## src/hdl/ksv_pkg.sv

```systemverilog
// Shared types, constants and helpers for the plucked-string voice.
// No dependencies; imported by every module of the voice except ksv_ram.
package ksv_pkg;

  localparam int LINE_DEPTH_DEF = 1024;

  localparam int SR_W   = 17;
  localparam int GAIN_W = 16;
  localparam int FREQ_W = 25;
  localparam int AMP_W  = 16;
  localparam int SMP_W  = 16;
  localparam int FRAC_W = 16;

  // rate << 24 over frequency
  localparam int DVD_W = SR_W + 24;
  localparam int DVS_W = FREQ_W;

  localparam logic [SR_W-1:0]   SR_RESET   = SR_W'(48000);
  localparam logic [GAIN_W-1:0] GAIN_RESET = GAIN_W'(65274);
  localparam logic [31:0]       SEED_RESET = 32'd777;
  localparam logic [31:0]       LCG_MUL    = 32'd1664525;
  localparam logic [31:0]       LCG_ADD    = 32'd1013904223;
  localparam logic [AMP_W-1:0]  AMP_FULL   = AMP_W'(32768);
  localparam int                MIN_LEN    = 4;
  localparam int                HALF_Q16   = 32768;

  localparam int MUL_A_W = 33;
  localparam int MUL_B_W = 22;
  localparam int MUL_P_W = MUL_A_W + MUL_B_W;

  localparam int CFG_IDX_W = 1;
  localparam int CFG_DAT_W = SR_W;

  typedef enum logic [CFG_IDX_W-1:0] {
    CFG_SAMPLE_RATE = 1'b0,
    CFG_DECAY_GAIN  = 1'b1
  } cfg_reg_t;

  typedef enum logic [3:0] {
    S_IDLE,
    S_DIV,
    S_LEN,
    S_LP,
    S_SCALE,
    S_STORE,
    S_RD1,
    S_INTERP,
    S_SUM,
    S_FBK,
    S_EMIT
  } voice_state_t;

  typedef enum logic [1:0] {
    MOP_LCG,
    MOP_SCALE,
    MOP_INTERP,
    MOP_DECAY
  } mul_op_t;

  typedef struct packed {
    logic [31:0]              seed;
    logic signed [SMP_W-1:0]  lp;
    logic [AMP_W-1:0]         amp;
    logic signed [SMP_W:0]    diff;
    logic [FRAC_W-1:0]        frac;
    logic signed [SMP_W:0]    fsum;
    logic [GAIN_W-1:0]        gain;
  } mac_opnd_t;

  function automatic logic signed [SMP_W-1:0] sat16(input logic signed [MUL_P_W-1:0] v);
    logic signed [SMP_W-1:0] r;
    if (v > MUL_P_W'(32767)) begin
      r = 16'sh7fff;
    end else if (v < -MUL_P_W'(32768)) begin
      r = 16'sh8000;
    end else begin
      r = v[SMP_W-1:0];
    end
    return r;
  endfunction

endpackage

```

## src/hdl/ksv_div.sv

```systemverilog
// Restoring divider, one quotient bit per cycle, for the loop-length division.
// Depends on ksv_pkg.
module ksv_div import ksv_pkg::*; (
  input  logic             clk,
  input  logic             rst_n,
  input  logic             start,
  input  logic [DVD_W-1:0] dividend,
  input  logic [DVS_W-1:0] divisor,
  output logic             busy,
  output logic             done,
  output logic [DVD_W-1:0] quotient
);

  localparam int CNT_W = $clog2(DVD_W + 1);

  logic [CNT_W-1:0] cnt_r, cnt_nxt;
  logic             busy_r, busy_nxt;
  logic             done_r, done_nxt;
  logic [DVS_W-1:0] rem_r, rem_nxt;
  logic [DVS_W-1:0] dvs_r, dvs_nxt;
  // dividend bits shift out at the top while quotient bits shift in at the bottom
  logic [DVD_W-1:0] quo_r, quo_nxt;

  logic [DVS_W:0] trial;
  logic [DVS_W:0] trial_sub;
  logic           ge;

  always_comb begin
    trial     = {rem_r, quo_r[DVD_W-1]};
    trial_sub = trial - {1'b0, dvs_r};
    // zero divisor: every step subtracts nothing, the quotient saturates to all ones
    ge        = (trial >= {1'b0, dvs_r});

    cnt_nxt  = cnt_r;
    busy_nxt = busy_r;
    done_nxt = 1'b0;
    rem_nxt  = rem_r;
    dvs_nxt  = dvs_r;
    quo_nxt  = quo_r;

    if (start) begin
      busy_nxt = 1'b1;
      cnt_nxt  = '0;
      rem_nxt  = '0;
      dvs_nxt  = divisor;
      quo_nxt  = dividend;
    end else if (busy_r) begin
      rem_nxt = ge ? trial_sub[DVS_W-1:0] : trial[DVS_W-1:0];
      quo_nxt = {quo_r[DVD_W-2:0], ge};
      cnt_nxt = cnt_r + CNT_W'(1);
      if (cnt_r == CNT_W'(DVD_W - 1)) begin
        busy_nxt = 1'b0;
        done_nxt = 1'b1;
      end
    end
  end

  always_ff @(posedge clk) begin
    if (!rst_n) begin
      cnt_r  <= '0;
      busy_r <= 1'b0;
      done_r <= 1'b0;
    end else begin
      cnt_r  <= cnt_nxt;
      busy_r <= busy_nxt;
      done_r <= done_nxt;
    end
  end

  always_ff @(posedge clk) begin
    rem_r <= rem_nxt;
    dvs_r <= dvs_nxt;
    quo_r <= quo_nxt;
  end

  assign busy     = busy_r;
  assign done     = done_r;
  assign quotient = quo_r;

endmodule

```

## config.mk

```make
export PLATFORM = sky130hd
export DESIGN_NAME = ksv_div
export DESIGN_NICKNAME = d
export VERILOG_FILES = /design/src/hdl/ksv_pkg.sv /design/src/hdl/ksv_div.sv
export SDC_FILE = /design/constraint.sdc
export NUM_CORES = 1
export LEC_CHECK = 0
export ABC_CLOCK_PERIOD_IN_PS = 2800
export BUFFER_PORTS_ARGS = -buffer_cell sky130_fd_sc_hd__buf_2
export CAP_MARGIN = 30
export CORE_MARGIN = 1.5
export CORE_UTILIZATION = 50
export DETAILED_ROUTE_END_ITERATION = 12
export PLACE_DENSITY = 0.87
export SETUP_SLACK_MARGIN = 0.3
export SYNTH_ARGS = -nofsm -noshare
export SYNTH_HDL_FRONTEND = slang
export SYNTH_SLANG_ARGS = --single-unit
```

## constraint.sdc

```tcl
create_clock -name clk -period 2.8 [get_ports clk]
set_input_delay 0.56 -clock clk [delete_from_list [all_inputs] [get_ports clk]]
set_output_delay 0.56 -clock clk [all_outputs]
set_load 0.02 [all_outputs]
```

==> metrics <==
Layout area overhead 20.5%; pwr dens 596 mW/mm²; Max Clock Freq 0.382 GHz; Clock Tree Buf Depth 2; fin crit period 2.62 ns; yosys warns 0; Hold WC Path Type in2reg; most common cell in the netlist edfxtp_1; CP Max Fanout 7; main flop type after synthesis edfxtp_1; clock-pin transition on the worst setup and hold timing paths 0.10 ns; most frequent cells after synthesis edfxtp_1, mux2_2, nor2_1, inv_1, dfxtp_1; post-synth cell types 44; clock skew 0.0145 ns; die height 105 µm; aggregate routed wire length 11,800 µm; ratio of cells with drive above 1 in the final layout 34.2%; Core Box Area 0.0102 mm²; Clk Latency, worst-skew pair 0.38 ns; GPL Wtd Cong 0.882; Initial DRT Pass Iterations 4; Critical Path Start Type flop; pre-CTS WS 0.129 ns; post-route ant nets 0; synthesized flop and latch total 99; endpoints failing setup 0; crit path kind reg2reg; # rows 37; FF-to-FF setup slack 0.18 ns; top cell type's share of synthesized area 38.0%; Top Ports 112; Critical Path RT 2.94 ns; Post-synth ARST share 0%; leakage power 2.58 nW; unrepaired setup endpoints after global routing true; total number of vias 3,921; detailed placement HPWL 8260 µm; ranking of synthesized cells by area edfxtp_1, dfxtp_1, mux2_2, ha_1, mux2i_1; post-synthesis sequential area ratio 50.7%; syn_area_per_cell 11.0 µm²; number of global-route vias before repair 3,975; Die Width 105 µm; worst IR drop on VDD 0.461 mV; mapped cell area 0.00521 mm²; TritonCTS buffer count 9; worst hold margin 0.344 ns; fin worst setup slack 0.182 ns; Overflow after GRT 0; per-cell routed wire length 16.0 µm; first-pass GRT wire length 18,700 µm; n_diodes 0; EDFF count, synth 66; H-tree depth 3; Max-cap violations 0; Clock Tree Root clkbuf_8; DR iter-0 viols 208; hold violation count in the final report 0; Tot Pwr 0.00374 W; Final TNS setup 0 ns; post-DR vias/cell 5.35; Crit. End Element flop; DRC 0; Initial Utilization 50.9%; GRT Total Usage 21.9%; period utilization 93.5%; Final Max Tran Viols 0; design area 0.00627 mm²; initial antenna violation count 0; worst relative slew slack 65.2%; Syn Inst Count 472; DIE AREA 0.0110 mm²; status finished, final reports clean; worst-margin pin slew 0.522 ns; CTS tree yes; clock sinks 99; Yosys top cell by area edfxtp_1; largest net degree at the start of global routing 67; nets@finish 689; synthesized net count 569; Port Buffers 111; crit path DAT 2.76 ns; DP Area 0.00592 mm²
-- path summary, 6_finish.rpt --
| kind | start | end | cells after the start |
|---|---|---|---|
| setup / recovery | quotient[40] | quotient[0] | 12 |
| setup reg to reg | quotient[40] | quotient[0] | 12 |
| hold reg to reg | rem_r[3] | rem_r[3] | 2 |
| hold / removal | divisor[0] | dvs_r[0] | 1 |
-- repair_timing --
item | in CTS | in global routing
hold endpoints to repair | 0 | 0
resized for setup | 13 | 9
cloned | 1 | 0
hold buffers | 0 | 0
setup endpoints to repair | 25 | 26
buffers inserted | 7 | 1
pin swaps | 6 | 3
-- stage by stage --
step,instances,utilization [%]
3_3_place_gp,708,57.9
6_report,733,61.3
5_1_grt,733,61.3
2_1_floorplan,472,-
4_1_cts,732,61.0
3_5_place_dp,708,57.9
-- where the power goes --
part,internal [W],switching (W)
combinational,0.000456,0.000571
sequential,0.00171,0.0000776
clock,0.000421,0.000505
-- state kept, by name, indices dropped and copies added, names as in the netlist --
signal,count
busy,1
cnt_r,6
done,1
dvs_r,25
quotient,41
rem_r,25
-- metal layers --
layer / vias up / routed length [µm] / global-route usage [%]
met5: - / 0 / 0
met4: 0 / 274 / 8.32
met3: 20 / 916 / 9.30
met2: 143 / 5670 / 35.6
met1: 1820 / 4890 / 25.6
li1: 1938 / - / -
-- cells by family (layout without fill, tap and decap cells) --
kind of cell	count (synthesis)	after routing	synth area share [%]
flip-flops	99	99	50.7
AND/OR/NAND/NOR	107	107	9.42
adder cells (fa/ha/maj)	28	28	6.87
multiplexers	58	58	12.1
buffers and inverters	53	178	4.30
XOR/XNOR	26	26	4.37
AO/OA/AOI/OAI	101	101	12.2
-- area by class of cell --
type	instances	area, µm²
fill	827	3960
sequential	99	2640
multi-input combinational	320	2410
timing repair buffer	128	733
tap	136	170
clock buffer	11	131
inverter	34	128
clock inverter	5	61.3
-- cell usage in the layout, fill, tap and decap left out, types with 2 or more instances in the layout --
| cell | netlist | final |
|---|---|---|
| buf_2 | 2 | 110 |
| edfxtp_1 | 66 | 66 |
| mux2_2 | 41 | 41 |
| nor2_1 | 39 | 39 |
| inv_1 | 34 | 33 |
| dfxtp_1 | 33 | 33 |
| nand2_1 | 31 | 31 |
| a21oi_1 | 32 | 30 |
| ha_1 | 27 | 25 |
| a211oi_1 | 20 | 17 |
| o21ai_0 | 19 | 16 |
| mux2i_1 | 17 | 16 |
| xnor2_1 | 15 | 15 |
| buf_4 | 1 | 13 |
| o21ai_1 | 9 | 11 |
| xor2_1 | 11 | 11 |
| clkbuf_8 | 0 | 9 |
| nand4_1 | 8 | 8 |
| nor2b_1 | 7 | 7 |
| a211oi_2 | 3 | 5 |
| nor3_1 | 5 | 5 |
| nand2b_1 | 4 | 4 |
| o21a_1 | 4 | 4 |
| o211ai_1 | 3 | 3 |
| nand3_1 | 2 | 2 |
| and2_1 | 3 | 2 |
| a21oi_2 | 1 | 2 |
| a21o_1 | 2 | 2 |
| nor4_1 | 2 | 2 |
| a31oi_1 | 2 | 2 |
| nand3b_1 | 2 | 2 |
| o21bai_1 | 2 | 2 |
| ha_2 | 0 | 2 |
| clkbuf_1 | 10 | 2 |
| inv_6 | 0 | 2 |
| buf_6 | 1 | 2 |
-- worst max-delay path, stage by stage, from the launching register on --
cell and delay (ns):
edfxtp_1 0.41, inv_1 0.08, ha_2 0.18, inv_2 0.04, fa_2 0.40, a21oi_4 0.15
o211ai_1 0.09, nand2_1 0.12, a21oi_2 0.09, a211oi_2 0.26, o21ai_4 0.13, buf_8 0.18
mux2_2 0.26
Power figures use the tool's default switching activity.
