===== config.mk =====
export PLATFORM = sky130hd
export DESIGN_NAME = ksv_mac
export DESIGN_NICKNAME = d
export VERILOG_FILES = /design/src/hdl/ksv_pkg.sv /design/src/hdl/ksv_mac.sv
export SDC_FILE = /design/constraint.sdc
export NUM_CORES = 2
export LEC_CHECK = 0
export BUFFER_PORTS_ARGS = -buffer_cell sky130_fd_sc_hd__buf_2
export CAP_MARGIN = 20
export CORE_UTILIZATION = 25
export CTS_CLUSTER_SIZE = 8
export DETAILED_ROUTE_END_ITERATION = 16
export PLACE_DENSITY = 0.5
export SLEW_MARGIN = 20
export SYNTH_ARGS = -nofsm -noshare
export SYNTH_HDL_FRONTEND = slang
export SYNTH_SLANG_ARGS = --single-unit

===== constraint.sdc =====
create_clock -name clk -period 24 [get_ports clk]
set_clock_uncertainty 0.05 [all_clocks]
set_input_delay 2.4 -clock clk [delete_from_list [all_inputs] [get_ports clk]]
set_output_delay 2.4 -clock clk [all_outputs]
set_load 0.02 [all_outputs]

===== src/hdl/ksv_pkg.sv =====
// Shared types, constants and helpers for the plucked-string voice.
// No dependencies; imported by every module of the voice except ksv_ram.
package ksv_pkg;

  localparam int LINE_DEPTH_DEF = 1024;

  localparam int SR_W   = 17;
  localparam int GAIN_W = 16;
  localparam int FREQ_W = 25;
  localparam int AMP_W  = 16;
  localparam int SMP_W  = 16;
  localparam int FRAC_W = 16;

  // rate << 24 over frequency
  localparam int DVD_W = SR_W + 24;
  localparam int DVS_W = FREQ_W;

  localparam logic [SR_W-1:0]   SR_RESET   = SR_W'(48000);
  localparam logic [GAIN_W-1:0] GAIN_RESET = GAIN_W'(65274);
  localparam logic [31:0]       SEED_RESET = 32'd777;
  localparam logic [31:0]       LCG_MUL    = 32'd1664525;
  localparam logic [31:0]       LCG_ADD    = 32'd1013904223;
  localparam logic [AMP_W-1:0]  AMP_FULL   = AMP_W'(32768);
  localparam int                MIN_LEN    = 4;
  localparam int                HALF_Q16   = 32768;

  localparam int MUL_A_W = 33;
  localparam int MUL_B_W = 22;
  localparam int MUL_P_W = MUL_A_W + MUL_B_W;

  localparam int CFG_IDX_W = 1;
  localparam int CFG_DAT_W = SR_W;

  typedef enum logic [CFG_IDX_W-1:0] {
    CFG_SAMPLE_RATE = 1'b0,
    CFG_DECAY_GAIN  = 1'b1
  } cfg_reg_t;

  typedef enum logic [3:0] {
    S_IDLE,
    S_DIV,
    S_LEN,
    S_LP,
    S_SCALE,
    S_STORE,
    S_RD1,
    S_INTERP,
    S_SUM,
    S_FBK,
    S_EMIT
  } voice_state_t;

  typedef enum logic [1:0] {
    MOP_LCG,
    MOP_SCALE,
    MOP_INTERP,
    MOP_DECAY
  } mul_op_t;

  typedef struct packed {
    logic [31:0]              seed;
    logic signed [SMP_W-1:0]  lp;
    logic [AMP_W-1:0]         amp;
    logic signed [SMP_W:0]    diff;
    logic [FRAC_W-1:0]        frac;
    logic signed [SMP_W:0]    fsum;
    logic [GAIN_W-1:0]        gain;
  } mac_opnd_t;

  function automatic logic signed [SMP_W-1:0] sat16(input logic signed [MUL_P_W-1:0] v);
    logic signed [SMP_W-1:0] r;
    if (v > MUL_P_W'(32767)) begin
      r = 16'sh7fff;
    end else if (v < -MUL_P_W'(32768)) begin
      r = 16'sh8000;
    end else begin
      r = v[SMP_W-1:0];
    end
    return r;
  endfunction

endpackage


===== src/hdl/ksv_mac.sv =====
// Shared signed multiplier with operand select and registered product.
// Depends on ksv_pkg.
module ksv_mac import ksv_pkg::*; (
  input  logic                      clk,
  input  logic                      en,
  input  mul_op_t                   op,
  input  mac_opnd_t                 opnd,
  output logic signed [MUL_P_W-1:0] prod_r
);

  logic signed [MUL_A_W-1:0] a_sel;
  logic signed [MUL_B_W-1:0] b_sel;

  always_comb begin
    unique case (op)
      MOP_LCG: begin
        a_sel = {1'b0, opnd.seed};
        b_sel = MUL_B_W'(LCG_MUL);
      end
      MOP_SCALE: begin
        a_sel = {{(MUL_A_W-SMP_W){opnd.lp[SMP_W-1]}}, opnd.lp};
        b_sel = {{(MUL_B_W-AMP_W){1'b0}}, opnd.amp};
      end
      MOP_INTERP: begin
        a_sel = {{(MUL_A_W-SMP_W-1){opnd.diff[SMP_W]}}, opnd.diff};
        b_sel = {{(MUL_B_W-FRAC_W){1'b0}}, opnd.frac};
      end
      MOP_DECAY: begin
        a_sel = {{(MUL_A_W-SMP_W-1){opnd.fsum[SMP_W]}}, opnd.fsum};
        b_sel = {{(MUL_B_W-GAIN_W){1'b0}}, opnd.gain};
      end
    endcase
  end

  always_ff @(posedge clk) begin
    if (en) begin
      prod_r <= a_sel * b_sel;
    end
  end

endmodule


==> key figures <==
Yosys
  • Cell type contributing the most total cell area after synthesis: sky130_fd_sc_hd__fa_1
  • Most instantiated library cell after synthesis: sky130_fd_sc_hd__inv_1
  • Dominant combinational cell family by area after synthesis: adder cells
  • Ranking of synthesized cells by instance count: 772 x sky130_fd_sc_hd__inv_1, 610 x sky130_fd_sc_hd__fa_1, 400 x sky130_fd_sc_hd__nand2_1
  • Fraction of synthesized area in multiplexers: 1.84%
  • Post-Syn Area per Cell: 9.03 µm²
  • Warning count from the yosys run: 0
  • Post-synth EDFFs: 55
  • Gate count of the mapped netlist: 2,766
  • Parity-gate share of the synthesized area counting xor and xnor cells: 1.96%
  • Post-Synth Adder-Cell Area: 57.4%
  • Seq/Total Area, Yosys: 6.61%
  • Proportion of synthesized flip-flops having asynchronous set or reset: 0%
  • Top flip-flop cell by instance count after synthesis: sky130_fd_sc_hd__edfxtp_1
  • Flip-flop and latch count after synthesis: 55
  • Synth top area cells: sky130_fd_sc_hd__fa_1 49%, sky130_fd_sc_hd__inv_1 12%, sky130_fd_sc_hd__ha_1 8.5%, sky130_fd_sc_hd__edfxtp_1 6.6%, sky130_fd_sc_hd__nand2_1 6.0%
  • Area of the mapped netlist: 25,000 µm²
  • Compound-gate portion of the synthesized area: 6.96%
  • Share of Yosys cell area claimed by the top area cell type: 48.9%
  • Distinct cell type count of the synthesized netlist: 64
  • Simple logic cell fraction of the synthesized area: 11.9%

Setup path
  • Arrival time reported for the critical path endpoint: 11,640 ps
  • Slowest library cell on the worst path: sky130_fd_sc_hd__o21a_1
  • Worst Path Buf+Inv: 6
  • Kind of cell adding the most delay to the critical path: adder cells
  • Required time at the worst-slack endpoint: 24,060 ps
  • Crit path max fanout: 37
  • Crit path kind: in2reg
  • Kind of end point of the critical path: register
  • Library cell appearing most often on the critical path: sky130_fd_sc_hd__fa_1
  • Longest individual stage delay on the worst path: 740 ps
  • CP startpoint kind: input pin

CTS
  • Number of cells upsized or downsized after cts: 0
  • Number of setup buffers added after CTS: 0
  • Clock tree from TritonCTS: yes
  • Number of buffers between clock root and the deepest sink: 2
  • Clock buffer count from CTS: 5
  • Clock input transition at the sequential cells of the worst setup and hold paths: 100 ps
  • Clock sink total: 55
  • H-tree depth: 2
  • Clock tree root driver cell: sky130_fd_sc_hd__clkbuf_16
  • Hold-fix buffers, CTS: 0

Global route
  • Global-route wire length before repair: 124,000 µm
  • Total global routing track utilization: 16.3%
  • Remaining Overflow, GRT: 0
  • Pin count of the biggest net entering global routing: 70
  • Number of global-route vias before repair: 20,097
  • Antenna violations before repair: 7

Final layout
  • Max FFs per register: 55
  • Ratio of cells with drive above 1 in the final layout: 9.55%
  • Largest reg by FF count: prod_r
  • Footprint of the multi-input gates: 20,100 µm²
  • Synthesis-to-finish area growth: 10.4%
  • Registers with the highest flip-flop counts: prod_r x55
  • Register area: 1650 µm²
  • Net count reported at finish: 3,802
  • Number of fillers in the final layout: 10,647

Routing
  • Average vias per placed instance: 4.48
  • Vias: 18,705
  • DRC viols: 0
  • Average wire per standard cell: 19.3 µm
  • Number of detailed-route iterations in the first pass: 7
  • Number of DRC markers in iteration 0: 1,149
  • Final WL: 80,600 µm
  • Detail Route Antenna Nets: 0

Die
  • Chip Height: 318 µm
  • Number of I/O pins: 189
  • Placeable core region: 98,700 µm²
  • Die boundary width: 318 µm
  • FP Rows: 115
  • Initial core utilization: 25.3%
  • Die Outline Area: 101,000 µm²

Hold path
  • Start point of the worst hold path: opnd[67]
  • Min-Delay Endpoint: prod_r[1]
  • Hold Path Stages: 4
  • Tightest Hold Check Type: in2reg

Timing
  • Setup violators final: 0
  • Post-layout minimum cycle time: 11,590 ps
  • RSZ-0062 raised after global routing: no
  • Fin Hold WS: 2550 ps
  • Final hold vios: 0
  • Highest clock frequency the design can meet: 86.3 MHz
  • Final Cycle Share: 48.3%
  • Number of pins with negative max-slew slack in the final report: 0
  • Worst slew pin tran: 1110 ps
  • Sum Neg Setup Slack: 0 ps
  • Worst slew margin relative to its limit: 25.0%

Job
  • Max capacitance violation total: 0

Run status
  • Outcome: complete, no violations

Placement
  • HPWL after detailed placement: 69,200 µm
  • RePlAce Congestion: 0.897
  • Input/output buffers: 188
final cells by class:
cell class | count | share of cell area, %
clock buffers | 7 | 0.481
clock inverters | 1 | 0.0317
well taps | 1287 | 5.84
multi-input cells | 1831 | 72.8
diodes | 1 | 0.00907
repair buffers | 223 | 4.38
flip-flops and latches | 55 | 5.99
inverters | 772 | 10.5
per-layer routing:
layer,global-route usage (%),part of all wire [%]
met1,22.5,44
met5,0,0.046
met4,2.59,1.4
met3,2.60,6.8
met2,27.1,48
tightest hold or removal path: stages:
cell	delay [ps]
sky130_fd_sc_hd__buf_2	90
sky130_fd_sc_hd__a22oi_1	80
sky130_fd_sc_hd__nor2_1	120
sky130_fd_sc_hd__ha_1	150
cell families after synthesis:
| group | after synthesis |
|---|---|
| compound gates | 265 |
| simple gates | 685 |
| xor+xnor | 56 |
| other cells | 2 |
| mux | 41 |
| flops | 55 |
| fa+ha+maj | 780 |
| buf+inv | 882 |
stage by stage:
step / cells / cell area, µm² / setup slack, ps / utilization, %
after floorplan: 2768 / 25000 / 14010 / -
after global placement: 4168 / 27400 / 12030 / 27.8
after detailed placement: 4168 / 27400 / 11960 / 27.8
after CTS: 4176 / 27600 / 12330 / 27.9
after global routing: 4176 / 27600 / 11930 / 27.9
final: 4177 / 27600 / 12410 / 27.9
cells in the final DEF (no fill, tap or decap), types with 5 or more instances in the layout:
cell / netlist / layout
sky130_fd_sc_hd__buf_4: 0 / 37
sky130_fd_sc_hd__edfxtp_1: 55 / 55
sky130_fd_sc_hd__buf_2: 8 / 186
sky130_fd_sc_hd__o21ai_0: 45 / 45
sky130_fd_sc_hd__a21oi_2: 1 / 7
sky130_fd_sc_hd__and2_1: 57 / 58
sky130_fd_sc_hd__nand3_1: 8 / 8
sky130_fd_sc_hd__a21o_1: 23 / 23
sky130_fd_sc_hd__nor3_1: 12 / 12
sky130_fd_sc_hd__and3_1: 7 / 7
sky130_fd_sc_hd__nor2b_1: 34 / 33
sky130_fd_sc_hd__inv_1: 772 / 772
sky130_fd_sc_hd__nand4_1: 13 / 13
sky130_fd_sc_hd__or2_2: 8 / 8
sky130_fd_sc_hd__nand2b_1: 14 / 14
sky130_fd_sc_hd__o21a_1: 22 / 22
sky130_fd_sc_hd__o211ai_1: 18 / 18
sky130_fd_sc_hd__nor2_1: 118 / 117
sky130_fd_sc_hd__xor2_1: 15 / 15
sky130_fd_sc_hd__mux2i_1: 28 / 28
sky130_fd_sc_hd__fa_1: 610 / 610
sky130_fd_sc_hd__xnor2_1: 41 / 41
sky130_fd_sc_hd__o21ai_1: 12 / 9
sky130_fd_sc_hd__a21oi_1: 73 / 67
sky130_fd_sc_hd__ha_1: 170 / 170
sky130_fd_sc_hd__a31oi_1: 9 / 9
sky130_fd_sc_hd__a211oi_1: 23 / 23
sky130_fd_sc_hd__mux2_2: 10 / 10
sky130_fd_sc_hd__nand2_1: 400 / 400
sky130_fd_sc_hd__o21bai_1: 10 / 10
sky130_fd_sc_hd__clkbuf_16: 0 / 5
worst max path at each step:
stage / startpoint / to / slack [ps] / cells past startpoint
after floorplan: op[0] / prod_r[51] / 14010 / 30
after global placement: op[1] / prod_r[44] / 12030 / 26
after detailed placement: op[1] / prod_r[44] / 11960 / 26
after CTS: op[1] / prod_r[44] / 12330 / 26
after global routing: op[0] / prod_r[44] / 11930 / 26
final: op[0] / prod_r[44] / 12410 / 27
Power is not shown: default switching activity piles up to over one toggle a cycle in this logic, so the estimate is an artifact.
